## src/sv/fmp_pkg.sv

```systemverilog
// Shared types, constants and float compare helpers for the fractional max pool block.
// Used by the controller, the datapath and the top level; depends on nothing.
package fmp_pkg;

    localparam int SIZE_W = 7;
    localparam int IDX_W  = 12;
    localparam int DVD_W  = 13;
    localparam int DIV_W  = 7;

    localparam logic [31:0] NEG_INF = 32'hFF800000;

    localparam logic [2:0] CFG_IN_HEIGHT  = 3'd0;
    localparam logic [2:0] CFG_IN_WIDTH   = 3'd1;
    localparam logic [2:0] CFG_OUT_HEIGHT = 3'd2;
    localparam logic [2:0] CFG_OUT_WIDTH  = 3'd3;
    localparam logic [2:0] CFG_WIN_HEIGHT = 3'd4;
    localparam logic [2:0] CFG_WIN_WIDTH  = 3'd5;

    localparam logic [1:0] DSEL_N1H = 2'd0;
    localparam logic [1:0] DSEL_N2H = 2'd1;
    localparam logic [1:0] DSEL_N1W = 2'd2;
    localparam logic [1:0] DSEL_N2W = 2'd3;

    localparam logic KIND_LOAD  = 1'b0;
    localparam logic KIND_QUERY = 1'b1;

    typedef struct packed {
        logic       load_wr;
        logic       capture;
        logic       mul;
        logic       div_start;
        logic       div_store;
        logic [1:0] div_sel;
        logic       base;
        logic       scan;
        logic       emit;
    } fmp_cmd_t;

    typedef struct packed {
        logic div_done;
        logic scan_last;
        logic out_full;
    } fmp_status_t;

    function automatic logic f32_is_nan(input logic [31:0] x);
        f32_is_nan = (x[30:0] > 31'h7F800000);
    endfunction

    function automatic logic [31:0] f32_key(input logic [31:0] x);
        f32_key = x[31] ? ~x : (x | 32'h80000000);
    endfunction

    // replace the running maximum: any NaN, or strictly greater ordered value
    function automatic logic f32_take(input logic [31:0] v, input logic [31:0] m);
        logic gt;
        gt = 1'b0;
        if (!f32_is_nan(v) && !f32_is_nan(m) && !(v[30:0] == '0 && m[30:0] == '0))
        begin
            gt = f32_key(v) > f32_key(m);
        end
        f32_take = f32_is_nan(v) || gt;
    endfunction

    function automatic logic [SIZE_W-1:0] clamp_size(input logic [SIZE_W-1:0] v,
                                                     input logic [SIZE_W-1:0] cap);
        if (v == '0)
        begin
            clamp_size = SIZE_W'(1);
        end
        else if (v > cap)
        begin
            clamp_size = cap;
        end
        else
        begin
            clamp_size = v;
        end
    endfunction

endpackage

```

## src/sv/fmp_ctrl.sv

```systemverilog
// Controller: sequences load writes, window start arithmetic, the scan and the result hand-off.
// Depends on fmp_pkg; drives fmp_datapath through command and status structs.
module fmp_ctrl
    import fmp_pkg::*;
(
    input  logic        clk,
    input  logic        rst_n,
    input  logic        in_valid,
    input  logic        in_kind,
    output logic        in_ready,
    input  fmp_status_t status,
    output fmp_cmd_t    cmd
);

    typedef enum logic [2:0] {
        ST_IDLE,
        ST_MUL,
        ST_DIV_START,
        ST_DIV_WAIT,
        ST_BASE,
        ST_SCAN,
        ST_DRAIN,
        ST_DONE
    } state_t;

    state_t     state_reg;
    logic [1:0] sel_reg;
    logic       accept;

    assign in_ready = (state_reg == ST_IDLE);
    assign accept   = in_valid && in_ready;

    always_comb
    begin
        cmd           = '0;
        cmd.div_sel   = sel_reg;
        cmd.load_wr   = accept && (in_kind == KIND_LOAD);
        cmd.capture   = accept && (in_kind == KIND_QUERY);
        cmd.mul       = (state_reg == ST_MUL);
        cmd.div_start = (state_reg == ST_DIV_START);
        cmd.div_store = (state_reg == ST_DIV_WAIT) && status.div_done;
        cmd.base      = (state_reg == ST_BASE);
        cmd.scan      = (state_reg == ST_SCAN);
        cmd.emit      = (state_reg == ST_DONE) && !status.out_full;
    end

    always_ff @(posedge clk or negedge rst_n)
    begin
        if (!rst_n)
        begin
            state_reg <= ST_IDLE;
            sel_reg   <= DSEL_N1H;
        end
        else
        begin
            case (state_reg)
                ST_IDLE:
                begin
                    if (accept && in_kind == KIND_QUERY)
                    begin
                        state_reg <= ST_MUL;
                    end
                end
                ST_MUL:
                begin
                    sel_reg   <= DSEL_N1H;
                    state_reg <= ST_DIV_START;
                end
                ST_DIV_START:
                begin
                    state_reg <= ST_DIV_WAIT;
                end
                ST_DIV_WAIT:
                begin
                    if (status.div_done)
                    begin
                        if (sel_reg == DSEL_N2W)
                        begin
                            state_reg <= ST_BASE;
                        end
                        else
                        begin
                            sel_reg   <= sel_reg + 2'd1;
                            state_reg <= ST_DIV_START;
                        end
                    end
                end
                ST_BASE:
                begin
                    state_reg <= ST_SCAN;
                end
                ST_SCAN:
                begin
                    if (status.scan_last)
                    begin
                        state_reg <= ST_DRAIN;
                    end
                end
                ST_DRAIN:
                begin
                    state_reg <= ST_DONE;
                end
                ST_DONE:
                begin
                    if (!status.out_full)
                    begin
                        state_reg <= ST_IDLE;
                    end
                end
                default:
                begin
                    state_reg <= ST_IDLE;
                end
            endcase
        end
    end

endmodule

```

## config.mk

```make
export PLATFORM = sky130hd
export DESIGN_NAME = fmp_ctrl
export DESIGN_NICKNAME = d
export VERILOG_FILES = /design/src/sv/fmp_pkg.sv /design/src/sv/fmp_ctrl.sv
export SDC_FILE = /design/constraint.sdc
export NUM_CORES = 1
export LEC_CHECK = 0
export ABC_CLOCK_PERIOD_IN_PS = 4500
export CORE_AREA = 2 2 39 41
export DETAILED_ROUTE_END_ITERATION = 7
export DIE_AREA = 0 0 41 43
export DONT_BUFFER_PORTS = 1
export PLACE_DENSITY_LB_ADDON = 0.2
export SETUP_SLACK_MARGIN = 0.2
export SLEW_MARGIN = 20
export SYNTH_ARGS = -nofsm -noshare
export SYNTH_HDL_FRONTEND = slang
export SYNTH_SLANG_ARGS = --single-unit
```

## constraint.sdc

```tcl
create_clock -name clk -period 4.5 [get_ports clk]
set_clock_uncertainty 0.1 [all_clocks]
set_input_delay 0.225 -clock clk [delete_from_list [all_inputs] [get_ports clk]]
set_output_delay 0.225 -clock clk [all_outputs]
set_load 0.05 [all_outputs]
```

-- Word level (Yosys, flattened, before mapping)
Cells that the tools add are included.
- register bits: 5
- latch bits: 0
- ROM bits: 0
- word-level logic and storage cells: 36
- RAM bits: 0
- memories: 0
- divide/modulo/power cells: 0
- multipliers: 0
- shifts and indexed selects: 0
- $add $sub $neg: 1
- bitwise gates (word level): 1
- reductions and logical operators: 10
- mux-type cells: 9
- $lt $le $gt $ge: 0
- equality and inequality tests: 13
- operators with widths (operator ; number):
    $pmux W3 S8 ; 1
    $mux W3 ; 5
    $eq A3 B3 Y1 const B ; 4
    $ne A2 B2 Y1 const B ; 4
    $eq A3 B2 Y1 const B ; 2
    $logic_and A1 B1 Y1 ; 5
    $mux W2 ; 2
    $pmux W2 S2 ; 1
    $reduce_and A4 Y1 ; 1
    $eq A3 B1 Y1 const B ; 1
    $logic_not A3 Y1 ; 1
    $reduce_and A3 Y1 ; 1
    $add A2 B1 Y2 const B ; 1
    $eq A2 B2 Y1 const B ; 1
    $ne A2 B1 Y1 const B ; 1
    $reduce_bool A2 Y1 ; 1
    $logic_not A1 Y1 ; 1
    $not A1 Y1 ; 1

-- Logic depth before layout (Yosys ltp)
Gate-level depths: netlist of the first run.
- word-level depth: 5
- depth in mapped cells: 4
- gate-level depth less buffers: 4

-- Worst setup path before layout of the first run
OpenSTA, ideal clock, no wires.
- kind: register to output
- from: reg state_reg[0]
- to: out cmd[9] (netlist bit)
- slack: 1665 ps
- arrival time: 2510 ps
- path buffers: 1
- stages on the path, launching flop included: 5
- path through: dfrtp_1 -> buf_6 -> nor3_1 -> nand2_1 -> nor2_1
- RTL lines (what ; line ; source):
    from (decl) ; fmp_ctrl.sv:26 ; state_t state_reg;
    from (signal assigned) ; fmp_ctrl.sv:51 ; state_reg <= ST_IDLE;
    from (signal assigned) ; fmp_ctrl.sv:61 ; state_reg <= ST_MUL;
    from (signal assigned) ; fmp_ctrl.sv:67 ; state_reg <= ST_DIV_START;
    to (decl) ; fmp_ctrl.sv:12 ; output fmp_cmd_t cmd

==> results of run 1 <==
[stage by stage]
step                      worst slack [ns]  power, mW  utilization, %  std cells  instance area, µm²
after floorplan                      1.665     0.3154               -         43               369.1
after CTS                            1.770     0.3920           30.29         61               419.2
after global routing                 1.667     0.4202           30.29         61               419.2
after detailed placement             2.026     0.3379           27.67         56               382.9
after global placement               2.053     0.3259           27.67         56               382.9
final                                1.782     0.3858           30.29         61               419.2
[power by group through the flow]
stage | combinational [mW] | sequential [mW] | clock (mW)
floorplan | 0.197 | 0.119 | 0
global placement | 0.174 | 0.152 | 0
detailed placement | 0.180 | 0.158 | 0
CTS | 0.181 | 0.156 | 0.0542
global route | 0.198 | 0.165 | 0.0569
finish | 0.178 | 0.156 | 0.0516
[cells by family (layout without fill, tap and decap cells)]
family          after synthesis  in the layout  share of synthesized area (%)
compound gates                8              8                          13.56
flops                         5              5                          33.90
simple gates                 26             26                          42.03
fa+ha+maj                     1              1                          3.389
buf+inv                       3              5                          7.117
[worst paths after layout]
check	to	cells after the start	slack (ns)	from
worst max register to register	sel_reg[0]	4	2.66	sel_reg[0]
worst max-delay path	cmd[9]	3	1.78	state_reg[1]
worst min-delay path	state_reg[0]	2	0.02	in_valid
worst min register to register	state_reg[1]	1	0.61	state_reg[2]
min in group asynchronous	sel_reg[1]	1	0.18	rst_n
max in group asynchronous	state_reg[1]	1	3.93	rst_n
[cell type report]
class,count,area (µm²)
Tap cell,16,20.02
Timing Repair Buffer,1,10.01
Clock buffer,4,26.28
Sequential cell,5,125.1
Fill cell,157,964.7
Multi-Input combinational cell,35,237.7
[per-layer routing]
layer / global-route usage, % / vias to the layer above / part of all wire (%)
met3: 8.377 / 0 / 6.7
li1: - / 161 / -
met5: 0 / - / 0
met2: 17.81 / 13 / 48
met4: 2.000 / 0 / 0
met1: 14.94 / 149 / 45
[cell usage in the layout, fill, tap and decap left out, drive strengths merged]
cell         Yosys  final
nand3            2      2
o22ai            2      2
nor3b            3      3
and3             2      2
clkbuf           1      4
dfrtp            5      5
a211o            1      1
nor3             2      2
nor2             4      4
and4b            1      1
or4b             1      1
ha               1      1
nand2b           2      2
nand2            6      6
nand4            1      1
a32oi            1      1
a21oi            1      1
o21ai            3      3
and2             1      1
or3b             1      1
dlygate4sd3      0      1
==> impl_metrics.yaml, run 1 <==
floorplanning:
  placementRows: 14
  io-pin-count: 18
  fp.dieArea_um2: 1763
  start_util_pct: 26.67
  die_x_um: 41
  core-area_um2: 1384
  die_y_um: 43
run_status:
  status: "finished clean"
routing:
  vias: 323
  drt-initial-drc-count: 2
  via_per_inst: 5.295
  drt_wl_total_um: 834
  drt_pass1_iterations: 2
  antenna_left: 0
  routedWlPerCell_um: 13.67
  post-route-drc-count: 0
sta:
  worst_slew_pin_slew_ns: 0.9562
  timing.final.crit_period_ns: 2.718
  slew_headroom_pct: 35.91
  hold_ws_ns: 0.02487
  tns_ns: 0
  slew_viol_final: 0
  final-hold-violation-count: 0
  fmax_ghz: 0.3679
  period_share_pct: 60.39
  rsz0062_at_grt: "no"
  setup_violations: 0
logic_synthesis:
  synth-edff-count: 0
  post-synth-top-count-cell: "nand2_1"
  synth.ff_latch_count: 5
  async_flop_share_pct: 100.0
  synth_area_leaders: "dfrtp_1, buf_6, nand2_1"
  synth_nets: 51
  synth_area_per_cell_um2: 8.584
  netlist.area_leader.share_pct: 33.90
  synth_largest_area_cell: "dfrtp_1"
  ys_warn_count: 0
  synth.distinct_cells: 22
  synthTopCellsByCount: "nand2_1, dfrtp_1, nor2_1"
  netlist_instances: 43
  ys_seq_area_share_pct: 33.90
  syn_area_um2: 369.1
  ys.flop_type: "dfrtp_1"
clocking:
  clkLatencyLatePin_ns: 0.24
  cts_sinks: 5
  cts_tree: "yes"
  cts_setup_buffers: 0
  clk_path_buf_depth: 2
  path_clk_slew_ns: 0.04
  ctsResizeCount: 0
  hold_buffers: 1
  cts-root-buf: "clkbuf_4"
  numCtsBuffers: 3
  cts-htree-levels: 1
setup_path:
  cp.required_ns: 4.18
  crit_slowest_cell: "nor3_2"
  crit_path_start_kind: "flip-flop"
  path_max_fanout: 17
  path_cells: "nor3_2 -> nand2_1 -> nor2_1"
  critical_path_class: "reg2out"
  cpPeakStageDelay_ns: 0.80
  cp.buffers_inverters: 0
  worstPathArrival_ns: 2.39
  critPathCaptureType: "primary output"
  crit_family: "simple AND/OR/NAND/NOR gates"
finish:
  area_growth_pct: 13.56
  diodes: 0
  drive_gt1_share_pct: 20.00
  largest_register_ffs: 3
  nets: 54
global_routing:
  antenna_found_initial: 0
  grt_start_max_net_pins: 18
  grt_use_total_pct: 12.29
  gr-total-overflow: 0
  grt_pass1_wl_mm: 1.428
  grt_pass1_vias: 339
run:
  max_cap_viol_count: 0
power_and_ir_drop:
  leakage_nw: 0.1732
  power.internal_uw: 161.8
  p_per_area_nw_per_um2: 920.5
  ir_worst_vdd_uv: 250.1
  power.share.clock_pct: 13.4
  p_sw_uw: 224.0
  combPwrFrac_pct: 46.2
  swShare_pct: 58.07
  seqPwrFrac_pct: 40.4
placement:
  gp_congestion: 0.7001
  hpwl_um: 622.7
  io_buffers: 0
worst_hold_path:
  worstHoldPathType: "in2reg"
Note: power is estimated with default switching activity, not from simulation.
==> run 2: changes to the inputs <==
ABC_CLOCK_PERIOD_IN_PS = 2300   (was 4500)
clock period = 2.3 ns   (was 4.5 ns; I/O delays follow)
==> impl_metrics.yaml, run 2 (synthesized netlist as in run 1, its figures left out) <==
floorplanning:
  die_y_um: 43
  core-area_um2: 1384
  placementRows: 14
  fp.dieArea_um2: 1763
  start_util_pct: 26.67
  die_x_um: 41
  io-pin-count: 18
clocking:
  numCtsBuffers: 3
  path_clk_slew_ns: 0.05
  cts_tree: "yes"
  clk_path_buf_depth: 2
  cts-root-buf: "clkbuf_4"
  cts_sinks: 5
  cts-htree-levels: 1
  clkLatencyLatePin_ns: 0.24
  cts_setup_buffers: 0
setup_path:
  crit_path_start_kind: "flip-flop"
  cpPeakStageDelay_ns: 0.62
  crit_slowest_cell: "dfrtp_1"
  path_cells: "or3b_1 -> a32oi_1 -> dlygate4sd3_1"
  worstPathArrival_ns: 2.02
  path_max_fanout: 17
  cp.required_ns: 2.38
  crit_family: "flip-flops"
  critical_path_class: "reg2reg"
  cp.buffers_inverters: 1
  critPathCaptureType: "flip-flop"
finish:
  stdcell_count: 75
  largest_register_ffs: 3
  drive_gt1_share_pct: 35.59
  final_cell_mix: "buf_4, nand2_1, dlygate4sd3_1"
  diodes: 0
  nets: 68
  area_growth_pct: 46.78
  mostFrequentLayoutCell: "buf_4"
worst_hold_path:
  worstHoldPathType: "in2reg"
power_and_ir_drop:
  p_per_area_nw_per_um2: 1553
  power_uw: 841.4
  ir_worst_vdd_uv: 577.4
  leakage_nw: 0.2432
global_routing:
  grt_pass1_vias: 383
  gr-total-overflow: 0
  antenna_found_initial: 0
  grt_start_max_net_pins: 18
  grt_use_total_pct: 12.37
  grt_pass1_wl_mm: 1.490
sta:
  timing.final.crit_period_ns: 1.936
  slew_headroom_pct: 69.67
  setup_violations: 0
  rsz0062_at_grt: "no"
  tns_ns: 0
  hold_ws_ns: 0.008565
  slew_viol_final: 0
  period_share_pct: 84.18
  worst_slew_pin_slew_ns: 0.4549
  fmax_ghz: 0.5165
  worst_slack_ns: 0.3638
  final-hold-violation-count: 0
routing:
  antenna_left: 0
  vias: 373
  post-route-drc-count: 0
  drt-initial-drc-count: 7
  drt_pass1_iterations: 4
  drt_wl_total_um: 904
  via_per_inst: 4.973
  routedWlPerCell_um: 12.05
placement:
  hpwl_um: 641.5
  gp_congestion: 0.6598
  dp_worst_setup_slack_ns: 0.5098
  io_buffers: 0
  dp_cells: 65
run_status:
  status: "finished clean"
run:
  max_cap_viol_count: 0
-- run 2: cell types whose count changed in the layout (fill, tap and decap cells not counted), sizes merged --
cell         before  now
buf               0    9
dlygate4sd3       1    6
clkbuf            4    3
clkinv            0    1
-- run 2: timing repair --
action | in CTS | in global routing
setup endpoints to repair | 0 | 1
resized for setup | 0 | 1
endpoints found under the hold margin | 7 | 0
hold buffers | 6 | 0
-- run 2: per-layer routing --
metal	global-route usage [%]	part of all wire [%]
met5	0	0
met2	19.69	50
met1	14.24	42
met4	6.000	0
met3	3.665	8.2
-- run 2: cell type report --
| class | instances | area (µm²) |
|---|---|---|
| timing repair buffer | 15 | 127.6 |
| fill | 147 | 842.1 |
| clock inverter | 1 | 5.005 |
| tap | 16 | 20.02 |
| sequential | 5 | 126.4 |
| multi-input combinational | 35 | 240.2 |
| clock buffer | 3 | 22.52 |
-- run 2: worst paths after layout --
check	from	cells after the start	end	slack [ns]
setup / recovery	state_reg[1]	3	state_reg[0]	0.36
hold / removal	status[1]	2	state_reg[1]	0.009
setup reg to reg	state_reg[1]	3	state_reg[0]	0.36
hold reg to reg	state_reg[2]	1	state_reg[1]	0.60
max in group asynchronous	rst_n	1	sel_reg[1]	1.81
min in group asynchronous	rst_n	1	sel_reg[0]	0.07
-- run 2: metrics by stage --
stage          cell area [µm²]  util, %
3_5_place_dp             452.9    32.73
3_3_place_gp             452.9    32.73
4_1_cts                  540.5    39.06
6_report                 541.8    39.15
5_1_grt                  541.8    39.15
2_1_floorplan            376.6        -
-- run 2: power breakdown --
part / switching [mW] / internal [mW] / total [mW]
Combinational: 0.281 / 0.195 / 0.476
Clock: 0.0392 / 0.0631 / 0.102
Sequential: 0.131 / 0.132 / 0.263
Total: 0.451 / 0.390 / 0.841
==> run 3: changes to the inputs <==
ABC_CLOCK_PERIOD_IN_PS = 1710   (was 2300)
clock period = 1.71 ns   (was 2.3 ns; I/O delays follow)
==> impl_metrics.yaml, run 3 (synthesized netlist as in run 1, its figures left out) <==
floorplanning:
  die_x_um: 41
  die_y_um: 43
  start_util_pct: 26.67
  fp.dieArea_um2: 1763
  core-area_um2: 1384
  io-pin-count: 18
  placementRows: 14
power_and_ir_drop:
  ir_worst_vdd_uv: 1118
  leakage_nw: 0.2936
  power_mw: 1.360
  p_per_area_nw_per_um2: 2036
sta:
  period_share_pct: 87.88
  slew_headroom_pct: 81.48
  worst_slew_pin_slew_ns: 0.2786
  slew_viol_final: 0
  final-hold-violation-count: 0
  setup_violations: 0
  fmax_ghz: 0.6655
  rsz0062_at_grt: "yes"
  timing.final.crit_period_ns: 1.503
  worst_slack_ns: 0.2073
routing:
  via_per_inst: 4.859
  drt_pass1_iterations: 4
  routedWlPerCell_um: 11.74
  vias: 413
  antenna_left: 0
  drt-initial-drc-count: 4
  drt_wl_total_um: 998
  post-route-drc-count: 0
clocking:
  cts-htree-levels: 1
  cts_sinks: 5
  cts-root-buf: "clkbuf_4"
  numCtsBuffers: 3
  clkLatencyLatePin_ns: 0.24
  clk_path_buf_depth: 2
  cts_tree: "yes"
  path_clk_slew_ns: 0.04
global_routing:
  grt_pass1_wl_mm: 1.635
  grt_use_total_pct: 13.46
  grt_pass1_vias: 422
  antenna_found_initial: 0
  grt_start_max_net_pins: 10
  gr-total-overflow: 0
finish:
  area_growth_pct: 81.02
  nets: 78
  diodes: 0
  fin_util_pct: 48.28
  final_cell_mix: "buf_4, nand2_1, dlygate4sd3_1, dfrtp_2"
  mostFrequentLayoutCell: "buf_4"
  drive_gt1_share_pct: 55.07
  largest_register_ffs: 3
placement:
  io_buffers: 0
  hpwl_um: 670.4
  dp_worst_setup_slack_ns: 0.2078
  gp_congestion: 0.6682
setup_path:
  crit_path_start_kind: "flip-flop"
  cp.required_ns: 1.52
  critical_path_class: "reg2out"
  worstPathArrival_ns: 1.32
  path_max_fanout: 7
  critPathCaptureType: "primary output"
worst_hold_path:
  worstHoldPathType: "in2reg"
run:
  max_cap_viol_count: 0
run_status:
  status: "finished clean"
-- run 3: changes by cell type in the layout (fill, tap and decap cells not counted), sizes merged --
cell,before,now
buf,9,20
clkbuf,3,4
clkinv,1,0
dlygate4sd3,6,5
-- run 3: where the power goes --
group / total [mW] / internal (mW) / switching, mW
Clock: 0.133 / 0.0880 / 0.0448
Sequential: 0.271 / 0.188 / 0.0827
Combinational: 0.956 / 0.421 / 0.535
-- run 3: cell type report --
| cell class | count | area [µm²] |
|---|---|---|
| clock buffer | 4 | 26.28 |
| fill | 128 | 715.7 |
| multi-input combinational | 35 | 269.0 |
| sequential | 5 | 131.4 |
| tap | 16 | 20.02 |
| timing repair buffer | 25 | 221.5 |
-- run 3: what timing repair did --
item,4_1_cts,5_1_grt
setup endpoints to repair,6,2
buffers inserted,8,3
gates resized for setup,3,0
pin swaps,0,1
endpoints found under the hold margin,9,0
hold buffers,5,0
-- run 3: final timing paths --
check | start | end | slack (ns) | depth (start not counted)
worst max-delay path | state_reg[1] | cmd[8] | 0.21 | 2
worst min-delay path | status[1] | state_reg[1] | 0.03 | 2
worst max register to register | sel_reg[0] | sel_reg[0] | 0.24 | 4
worst min register to register | state_reg[0] | state_reg[0] | 0.47 | 1
max in group asynchronous | rst_n | sel_reg[1] | 1.26 | 1
min in group asynchronous | rst_n | state_reg[1] | 0.04 | 1
-- run 3: through the flow --
stage	instances	hold slack (ns)	cell area, µm²	setup TNS [ns]
after detailed placement	65	-0.3099	496.7	0
after floorplan	43	-0.3101	422.9	-0.04339
final	85	0.02524	668.1	0
after global routing	85	0.02494	668.1	0
after CTS	82	0.004163	645.6	0
after global placement	65	-0.3099	496.7	0
-- run 3: layer usage --
layer | up-vias | share of wire (%) | global-route usage (%)
li1 | 210 | - | -
met1 | 193 | 37 | 14.52
met2 | 10 | 56 | 24.06
met3 | 0 | 6.8 | 1.571
met4 | 0 | 0 | 6.000
met5 | - | 0 | 0
-- run 3: worst max-delay path: stages (launching register included) --
cell	delay, ns
dfrtp_2	0.45
nor3_4	0.25
and3_2	0.38
